### config.mk
export PLATFORM = sky130hd
export DESIGN_NAME = audio_clock_sync_sample_adjust
export DESIGN_NICKNAME = d
export VERILOG_FILES = /design/src/design/acss_pkg.sv /design/src/design/audio_clock_sync_sample_adjust.sv /design/src/design/acss_cfg.sv /design/src/design/acss_ctrl.sv /design/src/design/acss_dp.sv
export SDC_FILE = /design/constraint.sdc
export NUM_CORES = 2
export LEC_CHECK = 0
export BUFFER_PORTS_ARGS = -buffer_cell sky130_fd_sc_hd__buf_2
export CAP_MARGIN = 20
export CELL_PAD_IN_SITES_DETAIL_PLACEMENT = 0
export CELL_PAD_IN_SITES_GLOBAL_PLACEMENT = 1
export CORE_MARGIN = 2
export CORE_UTILIZATION = 50
export CTS_CLUSTER_SIZE = 16
export DETAILED_ROUTE_END_ITERATION = 6
export PLACE_DENSITY_LB_ADDON = 0.05
export SETUP_SLACK_MARGIN = 0.02
export SLEW_MARGIN = 10
export SYNTH_ARGS = -nofsm -noshare
export SYNTH_HDL_FRONTEND = slang
export SYNTH_SLANG_ARGS = --single-unit
### constraint.sdc
create_clock -name clk -period 31.1 [get_ports clk]
set_input_delay 3.11 -clock clk [delete_from_list [all_inputs] [get_ports clk]]
set_output_delay 3.11 -clock clk [all_outputs]
set_load 0.05 [all_outputs]
### src/design/acss_pkg.sv
// ----------------------------------------------------------------------------
// acss_pkg
// Shared types, widths and codes for the audio clock sync sample adjuster.
// ----------------------------------------------------------------------------
package acss_pkg;

  // fractional bits of the Q.24 time format
  localparam int TIME_FRAC_BITS = 24;

  localparam int RATE_W     = 18;
  localparam int LIMIT_W    = 47;
  localparam int COEF_W     = 16;
  localparam int WARM_W     = 8;
  localparam int TIME_W     = 48;
  localparam int DIFF_W     = TIME_W + 1;
  localparam int N_W        = 16;
  localparam int WANT_W     = 17;
  localparam int ACT_W      = 3;
  localparam int CFG_IDX_W  = 3;
  localparam int CFG_DATA_W = 47;

  // shared multiplier: 24 x 20 bits, wide products built from two halves
  localparam int SPLIT_W = 24;
  localparam int MB_W    = 20;
  localparam int PROD_W  = SPLIT_W + MB_W;
  localparam int PACC_W  = 64;
  localparam int SEL_W   = 3;

  localparam int CAP_W = 46;
  localparam logic [CAP_W-1:0] DIFF_CAP = CAP_W'(1) << (CAP_W - 1);
  localparam int S_W = 21;
  localparam logic [S_W-1:0] S_CAP = S_W'(1) << (S_W - 1);

  // floor(x / 10) = (x * DIV10_RECIP) >> DIV10_SHIFT for x below 2^22
  localparam logic [MB_W-1:0] DIV10_RECIP = 20'd838861;
  localparam int DIV10_SHIFT = 23;
  localparam int NX_W = 20;

  // register indexes
  localparam logic [CFG_IDX_W-1:0] REG_OUT_RATE        = 3'd0;
  localparam logic [CFG_IDX_W-1:0] REG_NOSYNC_LIMIT    = 3'd1;
  localparam logic [CFG_IDX_W-1:0] REG_AVG_COEF        = 3'd2;
  localparam logic [CFG_IDX_W-1:0] REG_WARMUP_FRAMES   = 3'd3;
  localparam logic [CFG_IDX_W-1:0] REG_DIFF_THRESHOLD  = 3'd4;
  localparam logic [CFG_IDX_W-1:0] REG_AUDIO_IS_MASTER = 3'd5;

  // action codes
  localparam logic [ACT_W-1:0] ACT_MASTER = 3'd0;
  localparam logic [ACT_W-1:0] ACT_WARM   = 3'd1;
  localparam logic [ACT_W-1:0] ACT_NOCORR = 3'd2;
  localparam logic [ACT_W-1:0] ACT_CORR   = 3'd3;
  localparam logic [ACT_W-1:0] ACT_RESET  = 3'd4;

  // multiplier operand A selects
  localparam logic [SEL_W-1:0] MA_ACC_LO = 3'd0;
  localparam logic [SEL_W-1:0] MA_ACC_HI = 3'd1;
  localparam logic [SEL_W-1:0] MA_D_LO   = 3'd2;
  localparam logic [SEL_W-1:0] MA_D_HI   = 3'd3;
  localparam logic [SEL_W-1:0] MA_N9     = 3'd4;
  localparam logic [SEL_W-1:0] MA_N11    = 3'd5;

  // multiplier operand B selects
  localparam logic [1:0] MB_COEF  = 2'd0;
  localparam logic [1:0] MB_COMP  = 2'd1;
  localparam logic [1:0] MB_RATE  = 2'd2;
  localparam logic [1:0] MB_RECIP = 2'd3;

  typedef struct packed {
    logic [RATE_W-1:0]  out_rate;
    logic [LIMIT_W-1:0] nosync_limit;
    logic [COEF_W-1:0]  avg_coef;
    logic [WARM_W-1:0]  warmup_frames;
    logic [LIMIT_W-1:0] diff_threshold;
    logic               audio_is_master;
  } cfg_t;

  typedef struct packed {
    logic             cap_in;
    logic             calc_diff;
    logic             calc_mag;
    logic [SEL_W-1:0] ma_sel;
    logic [1:0]       mb_sel;
    logic             acc_load;
    logic             acc_add;
    logic             calc_term;
    logic             upd_accum;
    logic             frm_inc;
    logic             clr_state;
    logic             calc_s;
    logic             ld_lo;
    logic             ld_hi;
    logic             out_load;
    logic [ACT_W-1:0] act;
  } cmd_t;

  typedef struct packed {
    logic master;
    logic nosync;
    logic warm;
    logic below;
    logic out_full;
  } sts_t;

endpackage

### src/design/audio_clock_sync_sample_adjust.sv
// Takes one item at a time: in_ready is high only in idle, and a new item is
// accepted only after the last result has been loaded into the output register,
// which waits while a held result is not taken. The shared 24x20 multiplier
// builds each wide product in halves.
// Reset (synchronous, rst high) loads the register defaults, clears the
// averaging state and empties the output register.
// ----------------------------------------------------------------------------
// audio_clock_sync_sample_adjust
// Adjusts the per-frame sample count to pull the audio clock onto the master.
// ----------------------------------------------------------------------------
module audio_clock_sync_sample_adjust
  import acss_pkg::*;
(
  input  logic                     clk,
  input  logic                     rst,
  input  logic                     cfg_we,
  input  logic [CFG_IDX_W-1:0]     cfg_index,
  input  logic [CFG_DATA_W-1:0]    cfg_data,
  input  logic                     in_valid,
  output logic                     in_ready,
  input  logic [N_W-1:0]           frame_samples,
  input  logic signed [TIME_W-1:0] audio_time,
  input  logic signed [TIME_W-1:0] master_time,
  output logic                     out_valid,
  input  logic                     out_ready,
  output logic [WANT_W-1:0]        target_samples,
  output logic [ACT_W-1:0]         action
);

  cfg_t cfg;
  cmd_t cmd;
  sts_t sts;

  acss_cfg u_cfg (
    .clk       (clk),
    .rst       (rst),
    .cfg_we    (cfg_we),
    .cfg_index (cfg_index),
    .cfg_data  (cfg_data),
    .cfg       (cfg)
  );

  acss_ctrl u_ctrl (
    .clk      (clk),
    .rst      (rst),
    .in_valid (in_valid),
    .in_ready (in_ready),
    .sts      (sts),
    .cmd      (cmd)
  );

  acss_dp u_dp (
    .clk            (clk),
    .rst            (rst),
    .cfg            (cfg),
    .cmd            (cmd),
    .sts            (sts),
    .frame_samples  (frame_samples),
    .audio_time     (audio_time),
    .master_time    (master_time),
    .out_valid      (out_valid),
    .out_ready      (out_ready),
    .target_samples (target_samples),
    .action         (action)
  );

endmodule

### src/design/acss_cfg.sv
// ----------------------------------------------------------------------------
// acss_cfg
// Configuration register file, written by index, no read-back.
// ----------------------------------------------------------------------------
module acss_cfg
  import acss_pkg::*;
(
  input  logic                  clk,
  input  logic                  rst,
  input  logic                  cfg_we,
  input  logic [CFG_IDX_W-1:0]  cfg_index,
  input  logic [CFG_DATA_W-1:0] cfg_data,
  output cfg_t                  cfg
);

  always_ff @(posedge clk) begin
    if (rst) begin
      cfg.out_rate        <= RATE_W'(48000);
      cfg.nosync_limit    <= LIMIT_W'(167772160);
      cfg.avg_coef        <= COEF_W'(52035);
      cfg.warmup_frames   <= WARM_W'(20);
      cfg.diff_threshold  <= LIMIT_W'(838861);
      cfg.audio_is_master <= 1'b0;
    end else if (cfg_we) begin
      case (cfg_index)
        REG_OUT_RATE:        cfg.out_rate        <= cfg_data[RATE_W-1:0];
        REG_NOSYNC_LIMIT:    cfg.nosync_limit    <= cfg_data[LIMIT_W-1:0];
        REG_AVG_COEF:        cfg.avg_coef        <= cfg_data[COEF_W-1:0];
        REG_WARMUP_FRAMES:   cfg.warmup_frames   <= cfg_data[WARM_W-1:0];
        REG_DIFF_THRESHOLD:  cfg.diff_threshold  <= cfg_data[LIMIT_W-1:0];
        REG_AUDIO_IS_MASTER: cfg.audio_is_master <= cfg_data[0];
        default: ;
      endcase
    end
  end

endmodule

### src/design/acss_ctrl.sv
// ----------------------------------------------------------------------------
// acss_ctrl
// Sequencer: steps the datapath through difference, averaging and
// correction, and picks the action code.
// ----------------------------------------------------------------------------
module acss_ctrl
  import acss_pkg::*;
(
  input  logic clk,
  input  logic rst,
  input  logic in_valid,
  output logic in_ready,
  input  sts_t sts,
  output cmd_t cmd
);

  localparam logic [4:0] S_IDLE  = 5'd0;
  localparam logic [4:0] S_DIFF  = 5'd1;
  localparam logic [4:0] S_MAG   = 5'd2;
  localparam logic [4:0] S_CHECK = 5'd3;
  localparam logic [4:0] S_T0    = 5'd4;
  localparam logic [4:0] S_T1    = 5'd5;
  localparam logic [4:0] S_T2    = 5'd6;
  localparam logic [4:0] S_TERM  = 5'd7;
  localparam logic [4:0] S_SUM   = 5'd8;
  localparam logic [4:0] S_AMAG  = 5'd9;
  localparam logic [4:0] S_A0    = 5'd10;
  localparam logic [4:0] S_A1    = 5'd11;
  localparam logic [4:0] S_A2    = 5'd12;
  localparam logic [4:0] S_ACMP  = 5'd13;
  localparam logic [4:0] S_S0    = 5'd14;
  localparam logic [4:0] S_S1    = 5'd15;
  localparam logic [4:0] S_S2    = 5'd16;
  localparam logic [4:0] S_S3    = 5'd17;
  localparam logic [4:0] S_S4    = 5'd18;
  localparam logic [4:0] S_FIN   = 5'd19;

  logic [4:0]       state, state_next;
  logic [ACT_W-1:0] act, act_next;

  assign in_ready = (state == S_IDLE);

  always_ff @(posedge clk) begin
    if (rst) begin
      state <= S_IDLE;
      act   <= ACT_MASTER;
    end else begin
      state <= state_next;
      act   <= act_next;
    end
  end

  always_comb begin
    state_next = state;
    act_next   = act;
    cmd        = '0;
    cmd.act    = act;
    cmd.ma_sel = MA_ACC_LO;
    cmd.mb_sel = MB_COEF;
    case (state)
      S_IDLE: begin
        cmd.cap_in = in_valid;
        if (in_valid) state_next = S_DIFF;
      end
      S_DIFF: begin
        cmd.calc_diff = 1'b1;
        if (sts.master) begin
          act_next   = ACT_MASTER;
          state_next = S_FIN;
        end else begin
          state_next = S_MAG;
        end
      end
      S_MAG: begin
        cmd.calc_mag = 1'b1;
        state_next   = S_CHECK;
      end
      S_CHECK: begin
        if (sts.nosync) begin
          cmd.clr_state = 1'b1;
          act_next      = ACT_RESET;
          state_next    = S_FIN;
        end else begin
          state_next = S_T0;
        end
      end
      // accum * coef, low half then high half
      S_T0: begin
        cmd.ma_sel = MA_ACC_LO;
        state_next = S_T1;
      end
      S_T1: begin
        cmd.ma_sel   = MA_ACC_HI;
        cmd.acc_load = 1'b1;
        state_next   = S_T2;
      end
      S_T2: begin
        cmd.acc_add = 1'b1;
        state_next  = S_TERM;
      end
      S_TERM: begin
        cmd.calc_term = 1'b1;
        state_next    = S_SUM;
      end
      S_SUM: begin
        cmd.upd_accum = 1'b1;
        if (sts.warm) begin
          cmd.frm_inc = 1'b1;
          act_next    = ACT_WARM;
          state_next  = S_FIN;
        end else begin
          state_next = S_AMAG;
        end
      end
      S_AMAG: begin
        cmd.calc_mag = 1'b1;
        state_next   = S_A0;
      end
      // |accum| * (1 - coef)
      S_A0: begin
        cmd.ma_sel = MA_ACC_LO;
        cmd.mb_sel = MB_COMP;
        state_next = S_A1;
      end
      S_A1: begin
        cmd.ma_sel   = MA_ACC_HI;
        cmd.mb_sel   = MB_COMP;
        cmd.acc_load = 1'b1;
        state_next   = S_A2;
      end
      S_A2: begin
        cmd.acc_add = 1'b1;
        state_next  = S_ACMP;
      end
      S_ACMP: begin
        if (sts.below) begin
          act_next   = ACT_NOCORR;
          state_next = S_FIN;
        end else begin
          state_next = S_S0;
        end
      end
      // |d| * output rate, then the 90 and 110 percent bounds
      S_S0: begin
        cmd.ma_sel = MA_D_LO;
        cmd.mb_sel = MB_RATE;
        state_next = S_S1;
      end
      S_S1: begin
        cmd.ma_sel   = MA_D_HI;
        cmd.mb_sel   = MB_RATE;
        cmd.acc_load = 1'b1;
        state_next   = S_S2;
      end
      S_S2: begin
        cmd.ma_sel  = MA_N9;
        cmd.mb_sel  = MB_RECIP;
        cmd.acc_add = 1'b1;
        state_next  = S_S3;
      end
      S_S3: begin
        cmd.ma_sel = MA_N11;
        cmd.mb_sel = MB_RECIP;
        cmd.calc_s = 1'b1;
        cmd.ld_lo  = 1'b1;
        state_next = S_S4;
      end
      S_S4: begin
        cmd.ld_hi  = 1'b1;
        act_next   = ACT_CORR;
        state_next = S_FIN;
      end
      S_FIN: begin
        if (!sts.out_full) begin
          cmd.out_load = 1'b1;
          state_next   = S_IDLE;
        end
      end
      default: begin
        state_next = S_IDLE;
      end
    endcase
  end

endmodule

### src/design/acss_dp.sv
// ----------------------------------------------------------------------------
// acss_dp
// Datapath: difference, shared 24x20 multiplier with product accumulator,
// averaging state, correction clamp and output register.
// ----------------------------------------------------------------------------
module acss_dp
  import acss_pkg::*;
(
  input  logic                     clk,
  input  logic                     rst,
  input  cfg_t                     cfg,
  input  cmd_t                     cmd,
  output sts_t                     sts,
  input  logic [N_W-1:0]           frame_samples,
  input  logic signed [TIME_W-1:0] audio_time,
  input  logic signed [TIME_W-1:0] master_time,
  output logic                     out_valid,
  input  logic                     out_ready,
  output logic [WANT_W-1:0]        target_samples,
  output logic [ACT_W-1:0]         action
);

  logic [N_W-1:0]           n;
  logic signed [TIME_W-1:0] at, mt;
  logic signed [DIFF_W-1:0] d;
  logic [DIFF_W-1:0]        dmag;
  logic [TIME_W-1:0]        accmag;
  logic                     neg_flag;
  logic signed [TIME_W-1:0] accum;
  logic [WARM_W-1:0]        frames_seen;
  logic [PROD_W-1:0]        preg;
  logic [PACC_W-1:0]        pacc;
  logic signed [DIFF_W-1:0] term;
  logic [S_W-1:0]           sreg;
  logic [WANT_W-1:0]        lo, hi;

  logic [CAP_W-1:0]         dcap;
  logic [NX_W-1:0]          n9, n11;
  logic [SPLIT_W-1:0]       mul_a;
  logic [MB_W-1:0]          mul_b;
  logic signed [PACC_W-1:0] pacc_s;
  logic signed [DIFF_W:0]   sum;
  logic signed [TIME_W-1:0] sum_sat;
  logic [PACC_W-TIME_FRAC_BITS-1:0] s_full;
  logic signed [S_W:0]      wraw;
  logic [WANT_W-1:0]        wclamp;

  assign dcap = (dmag > DIFF_W'(DIFF_CAP)) ? DIFF_CAP : dmag[CAP_W-1:0];
  assign n9   = NX_W'({n, 3'b000}) + NX_W'(n);
  assign n11  = NX_W'({n, 3'b000}) + NX_W'({n, 1'b0}) + NX_W'(n);

  always_comb begin
    case (cmd.ma_sel)
      MA_ACC_LO: mul_a = accmag[SPLIT_W-1:0];
      MA_ACC_HI: mul_a = accmag[TIME_W-1:SPLIT_W];
      MA_D_LO:   mul_a = dcap[SPLIT_W-1:0];
      MA_D_HI:   mul_a = SPLIT_W'(dcap[CAP_W-1:SPLIT_W]);
      MA_N9:     mul_a = SPLIT_W'(n9);
      MA_N11:    mul_a = SPLIT_W'(n11);
      default:   mul_a = '0;
    endcase
    case (cmd.mb_sel)
      MB_COEF:  mul_b = MB_W'(cfg.avg_coef);
      MB_COMP:  mul_b = MB_W'(17'h10000 - {1'b0, cfg.avg_coef});
      MB_RATE:  mul_b = MB_W'(cfg.out_rate);
      MB_RECIP: mul_b = DIV10_RECIP;
      default:  mul_b = '0;
    endcase
  end

  function automatic logic signed [PACC_W-1:0] term_neg_sel(
    input logic [TIME_W-1:0] mag, input logic [PACC_W-1:0] p);
    logic signed [PACC_W-1:0] r;
    r = $signed(p);
    if (mag != '0 && neg_flag) r = -$signed(p);
    return r;
  endfunction

  // negative accumulator: floor of -|p| / 2^16 is an arithmetic shift of -|p|
  assign pacc_s = term_neg_sel(accmag, pacc);

  assign sum = {d[DIFF_W-1], d} + {term[DIFF_W-1], term};
  always_comb begin
    if (sum[DIFF_W] == sum[DIFF_W-1] && sum[DIFF_W-1] == sum[TIME_W-1])
      sum_sat = sum[TIME_W-1:0];
    else if (sum[DIFF_W])
      sum_sat = {1'b1, {(TIME_W-1){1'b0}}};
    else
      sum_sat = {1'b0, {(TIME_W-1){1'b1}}};
  end

  assign s_full = pacc[PACC_W-1:TIME_FRAC_BITS];

  assign wraw = d[DIFF_W-1] ? ($signed((S_W+1)'(n)) - $signed({1'b0, sreg}))
                            : ($signed((S_W+1)'(n)) + $signed({1'b0, sreg}));
  always_comb begin
    if (wraw < $signed((S_W+1)'(lo)))
      wclamp = lo;
    else if (wraw > $signed((S_W+1)'(hi)))
      wclamp = hi;
    else
      wclamp = wraw[WANT_W-1:0];
  end

  assign sts.master   = cfg.audio_is_master;
  assign sts.nosync   = dmag >= DIFF_W'(cfg.nosync_limit);
  assign sts.warm     = frames_seen < cfg.warmup_frames;
  assign sts.below    = pacc[PACC_W-1:16] < TIME_W'(cfg.diff_threshold);
  assign sts.out_full = out_valid && !out_ready;

  always_ff @(posedge clk) begin
    if (cmd.cap_in) begin
      n  <= frame_samples;
      at <= audio_time;
      mt <= master_time;
    end
    if (cmd.calc_diff) d <= DIFF_W'(at) - DIFF_W'(mt);
    if (cmd.calc_mag) begin
      dmag     <= d[DIFF_W-1] ? DIFF_W'(-d) : DIFF_W'(d);
      accmag   <= accum[TIME_W-1] ? TIME_W'(-accum) : TIME_W'(accum);
      neg_flag <= accum[TIME_W-1];
    end
    preg <= PROD_W'(mul_a) * PROD_W'(mul_b);
    if (cmd.acc_load)
      pacc <= PACC_W'(preg);
    else if (cmd.acc_add)
      pacc <= pacc + (PACC_W'(preg) << SPLIT_W);
    if (cmd.calc_term) term <= DIFF_W'(pacc_s >>> 16);
    if (cmd.calc_s)
      sreg <= (s_full > (PACC_W-TIME_FRAC_BITS)'(S_CAP)) ? S_CAP : s_full[S_W-1:0];
    if (cmd.ld_lo) lo <= preg[DIV10_SHIFT +: WANT_W];
    if (cmd.ld_hi) hi <= preg[DIV10_SHIFT +: WANT_W];
  end

  // averaging state
  always_ff @(posedge clk) begin
    if (rst) begin
      accum       <= '0;
      frames_seen <= '0;
    end else if (cmd.clr_state) begin
      accum       <= '0;
      frames_seen <= '0;
    end else begin
      if (cmd.upd_accum) accum <= sum_sat;
      if (cmd.frm_inc)   frames_seen <= frames_seen + WARM_W'(1);
    end
  end

  // output register
  always_ff @(posedge clk) begin
    if (rst) begin
      out_valid <= 1'b0;
    end else if (cmd.out_load) begin
      out_valid <= 1'b1;
    end else if (out_ready) begin
      out_valid <= 1'b0;
    end
  end

  always_ff @(posedge clk) begin
    if (cmd.out_load) begin
      target_samples <= (cmd.act == ACT_CORR) ? wclamp : WANT_W'(n);
      action         <= cmd.act;
    end
  end

endmodule

After elaboration in Yosys (flattened, before gate mapping)
Index checks and enable logic that the tools add are counted.
Word-level totals
  flip-flop bits (word level): 692
  input bits: 167
  output and inout bits: 22
Operators by class
  equal/unequal tests: 41
  $add $sub $neg: 13
  mux-type cells: 44
  $lt $le $gt $ge: 7
  multiply operators: 1
  reductions and logical operators: 28
Operators with widths (count)
  2-to-1 mux 48 bit: 3
  case mux 24 bit (6 select lines): 1
  case mux 5 bit (20 select lines): 1
  2-to-1 mux 44 bit: 2
  case mux 20 bit (4 select lines): 1
  adder 64 bit: 1
  2-to-1 mux 64 bit: 1
  negator 64 bit: 1
  adder 49 x 48 -> 50 bit: 1
  greater-or-equal comparator 49 x 47 -> 1 bit: 1
  > comparator 49 x 46 -> 1 bit (second input constant): 1
  negator 49 bit: 1
  subtractor 48 x 48 -> 49 bit: 1
  less-than comparator 48 x 47 -> 1 bit: 1
  negator 48 bit: 1
  nonzero test 48 bit: 1
  2-to-1 mux 47 bit: 1
  2-to-1 mux 46 bit: 1
  multiplier 24 x 20 -> 44 bit: 1
  == test 5 x 4 -> 1 bit (second input constant): 8
  > comparator 40 x 21 -> 1 bit (second input constant): 1
  2-to-1 mux 17 bit: 2
  2-to-1 mux 5 bit: 6
  case mux 3 bit (5 select lines): 2
  38 further kinds: 93

Logic depth before layout (Yosys ltp)
  depth in word-level cells: 6
  mapped depth: 42
  gate-level depth less buffers: 40

Hierarchy
Synthesis repeated with hierarchy kept, for this count alone.
Unflattened totals
  cell total of the unflattened synthesis: 5975
  area total of the unflattened synthesis: 57178.6 um^2
By module, submodules not included
  acss_dp: area an instance 50800.0 um^2, instances 1, cells an instance 5329, sequential area each 15214.6 um^2
  acss_cfg: area an instance 5600.4 um^2, instances 1, cells an instance 530, sequential area each 2742.6 um^2
  acss_ctrl: area an instance 778.2 um^2, instances 1, cells an instance 116, sequential area each 160.2 um^2

Worst setup path before layout
Ideal clock, no wire load.
  kind: flip-flop to flip-flop
  from: register u_dp.n[3]
  to: register u_dp.preg[42]
  clock period less this slack: 9.875 ns
  stages on the path, launching flop included: 41
  setup time: 0.124 ns
  required time: 30.976 ns
  data arrival time: 9.751 ns
  slack: 21.225 ns
  cells stage by stage: edfxtp_1 inv_1 fa_1 inv_1 fa_1 a21oi_1 o21bai_1 nand2_1 a21oi_1 a41o_1 o41ai_1 o21ai_0 xor2_1 a22o_1 or2_2 clkbuf_1 nand2_1 fa_1 [... 5 more ...] fa_1 fa_1 fa_1 inv_1 fa_1 inv_1 ha_1 nand3_1 nor4_1 nand4_1 a31oi_1 a31oi_1 or3_1 o21ai_0 o21ai_0 nand2b_1 a311oi_1 xnor2_1
Between the ends
  longest elaborated chain between the ends: 4
RTL lines
  from (decl): RTL line acss_dp.sv:23  | logic [N_W-1:0] n;
  from (signal assigned): RTL line acss_dp.sv:113  | n <= frame_samples;
  adder 19 x 17 -> 20 bit: RTL line acss_dp.sv:50  | assign n11 = NX_W'({n, 3'b000}) + NX_W'({n, 1'b0}) + NX_W'(n);
  adder 20 x 16 -> 20 bit: RTL line acss_dp.sv:50
  case mux 24 bit (6 select lines) (*): RTL line acss_dp.sv:53  | case (cmd.ma_sel)
  multiplier 24 x 20 -> 44 bit (*): RTL line acss_dp.sv:123  | preg <= PROD_W'(mul_a) * PROD_W'(mul_b);
  to (signal assigned): RTL line acss_dp.sv:123
  to (decl): RTL line acss_dp.sv:31  | logic [PROD_W-1:0] preg;
Every way passes the cells marked *; elsewhere a longest branch is shown, timed or not.
A chain may end at the register's enable or synchronous reset.

Worst setup path after layout
  from: register u_dp.n[2]
  to: register u_dp.preg[42]
Same word-level chain as after synthesis.

==> results.tsv <==
metric	value	unit
wl	187	mm
async_reset_ff_share	0	%
r2r-end	u_dp.preg[42]$_DFF_P_	
cp_num_buf_inv	5	
hold_class	flop to flop	
io_pins	189	
cts_tree	built	
setup_violations	0	
critPathLaunchType	flop	
grt_pass1_wl	275	mm
gr-usage-met3	4.63	%
yosysUniqueCellTypes	85	
cp_num_cells	37	
ys_seq_elements	692	
overflow	0	
port_buffers	188	
numCtsBuffers	82	
die_height	338	um
reg2reg_setup_slack	19.40	ns
cpMaxStageDelayCell	nand3_1	
crit_path_frequent_cell	fa_1	
reg2reg_from	u_dp.n[2]$_DFFE_PP_	
slew_headroom	20.5	%
postCtsSetupBuffers	0	
cp_max_fo	15	
reg2reg_depth	37	
synth_common_cells	nand2_1, inv_1, ha_1	
clockBufferDepth	3	
maxSlewViolCount	0	
htreeDepth	3	
grt-busiest-layer	met2	
yosysWarnings	0	
antenna_found_initial	11	
synth-edff-count	426	
gp_congestion	0.993	
drcViolationCount	0	
syn_area	55700	um2
vias_per_cell	5.77	
synth_area_leaders	edfxtp_1, fa_1, ha_1	
drt_iter0_drc	3632	
ys_seq_area_share	32.5	%
yosysTopAreaCell	edfxtp_1	
worstSetupPathType	flop to flop	
status	complete, no violations	
cts-root-buf	clkbuf_16	
worstMarginPinSlew	1.19	ns
yosysMostFrequentCell	nand2_1	
synth.top_cell.area_share	23.0	%
critical_path.top_delay_family	adder cells	
met2_usage	53.4	%
initial_core_util	50.4	%
cp.required	31.60	ns
post_cts_resized	0	
crit_path_max_incr_delay	0.90	ns
core	111000	um2
num-fill-cells	10200	
die_x	338	um
vias	44500	
num-nets-final	7210	
tns	0	ns
clk_pin_slew	0.06	ns
grt_use_met1	43.3	%
skew	0.0819	ns
dieArea	114000	um2
grt.total_usage	32.7	%
critPathCapture	u_dp.preg[42]$_DFF_P_	
cts_sinks	692	
hold_viol	0	
insertion_delay	0.70	ns
period_share	37.6	%
hpwl	146	mm
wire_per_inst	24.2	um
grt_max_degree	70	
max_cap_viol_count	0	
area_growth	10.3	%
cp_data_arrival_time	12.20	ns
drive_gt1_share	7.62	%
drt_first_pass_iters	6	
startpoint	u_dp.n[2]$_DFFE_PP_	
synth.avg_cell_area	9.28	um2
num_rows	122	
endpoint_kind	flop	
postCtsHoldBufs	0	
syn_inst	5998	
synthFlopType	edfxtp_1	
ant_nets	0	
layout_min_cycle_time	11.70	ns
max_freq	85.5	MHz
rsz0062_at_grt	false	
grt_pass1_vias	43400	
## placed cells by master, fill, tap and decap left out, types with 86 or more instances in the layout
| cell | Yosys | layout |
|---|---|---|
| a21oi_1 | 399 | 396 |
| ha_1 | 478 | 478 |
| fa_1 | 410 | 410 |
| clkbuf_16 | 0 | 86 |
| a21o_1 | 130 | 130 |
| buf_2 | 3 | 188 |
| nand2_1 | 859 | 858 |
| o21ai_0 | 233 | 230 |
| nor3_1 | 99 | 94 |
| edfxtp_1 | 426 | 426 |
| xor2_1 | 106 | 106 |
| dfxtp_1 | 266 | 266 |
| and2_1 | 98 | 95 |
| nor2_1 | 337 | 333 |
| inv_1 | 749 | 748 |
| xnor2_1 | 258 | 258 |
## layout make-up
class / instances / area (um2) / share of cell area [%]
clock inverter: 49 / 562 / 0.915
clock buffer: 104 / 2280 / 3.71
tap: 1488 / 1860 / 3.03
inverter: 749 / 2810 / 4.58
sequential: 692 / 18100 / 29.5
multi-input combinational: 4361 / 34200 / 55.7
antenna: 6 / 15.0 / 0.0245
timing repair buffer: 269 / 1570 / 2.56
## per-stage QoR
step	cell area, um2	utilization [%]	hold slack, ns	worst slack [ns]	std cells
global placement	58500	52.9	0.442	19.75	7555
floorplan	55700	-	0.406	21.22	6005
CTS	61400	55.5	0.456	19.46	7711
global route	61400	55.5	0.469	18.58	7712
detailed placement	58500	53.0	0.447	19.50	7558
finish	61400	55.6	0.455	19.40	7718
## worst reg2reg max path, delay by kind of cell (launching register included)
family          cells  cell delay, ns
flops               1            0.53
xor+xnor            2            0.34
buf+inv             5            0.34
fa+ha+maj          10            4.89
simple gates        9            2.66
compound gates     11            2.79
## routing by layer
metal	share of wire [%]	up-vias	wire length, um
met5	0.032	-	59
met4	4.6	10	8660
met3	6.4	335	11900
met2	47	1478	87100
met1	42	21900	79100
li1	-	20800	-
## flip-flops by register name, summed over array words and instances (netlist names), 3 cells and up
signal,cells
u_cfg.cfg,137
u_dp.pacc,64
u_dp.d,49
u_dp.dmag,49
u_dp.accmag,48
u_dp.accum,48
u_dp.at,48
u_dp.mt,48
u_dp.term,48
u_dp.preg,44
u_dp.sreg,21
u_dp.hi,17
u_dp.lo,17
u_dp.target_samples,17
u_dp.n,16
u_dp.frames_seen,8
u_ctrl.state,5
u_ctrl.act,3
u_dp.action,3
## logic make-up after synthesis
family	Yosys count	share of synthesized area, %
other cells	2	0.0135
mux	25	0.454
compound gates	1211	13.9
xor+xnor	364	5.73
buf+inv	952	6.43
simple gates	1864	15.4
flops	692	32.5
fa+ha+maj	888	25.5
## worst min path at each step
stage / depth (start not counted) / start / slack (ns) / end
after floorplan: 0 / u_dp.accum[47]$_SDFFE_PP0N_ / 0.41 / u_dp.neg_flag$_DFFE_PP_
after detailed placement: 2 / u_cfg.cfg[110]$_SDFFE_PP0P_ / 0.45 / u_cfg.cfg[110]$_SDFFE_PP0P_
after CTS: 2 / u_cfg.cfg[81]$_SDFFE_PP0P_ / 0.46 / u_cfg.cfg[81]$_SDFFE_PP0P_
after global placement: 2 / u_cfg.cfg[86]$_SDFFE_PP0P_ / 0.44 / u_cfg.cfg[86]$_SDFFE_PP0P_
final: 2 / u_cfg.cfg[34]$_SDFFE_PP0P_ / 0.45 / u_cfg.cfg[34]$_SDFFE_PP0P_
after global routing: 2 / u_cfg.cfg[17]$_SDFFE_PP0P_ / 0.47 / u_cfg.cfg[17]$_SDFFE_PP0P_
Power is not shown: default switching activity piles up to over one toggle a cycle in this logic, so the estimate is an artifact.
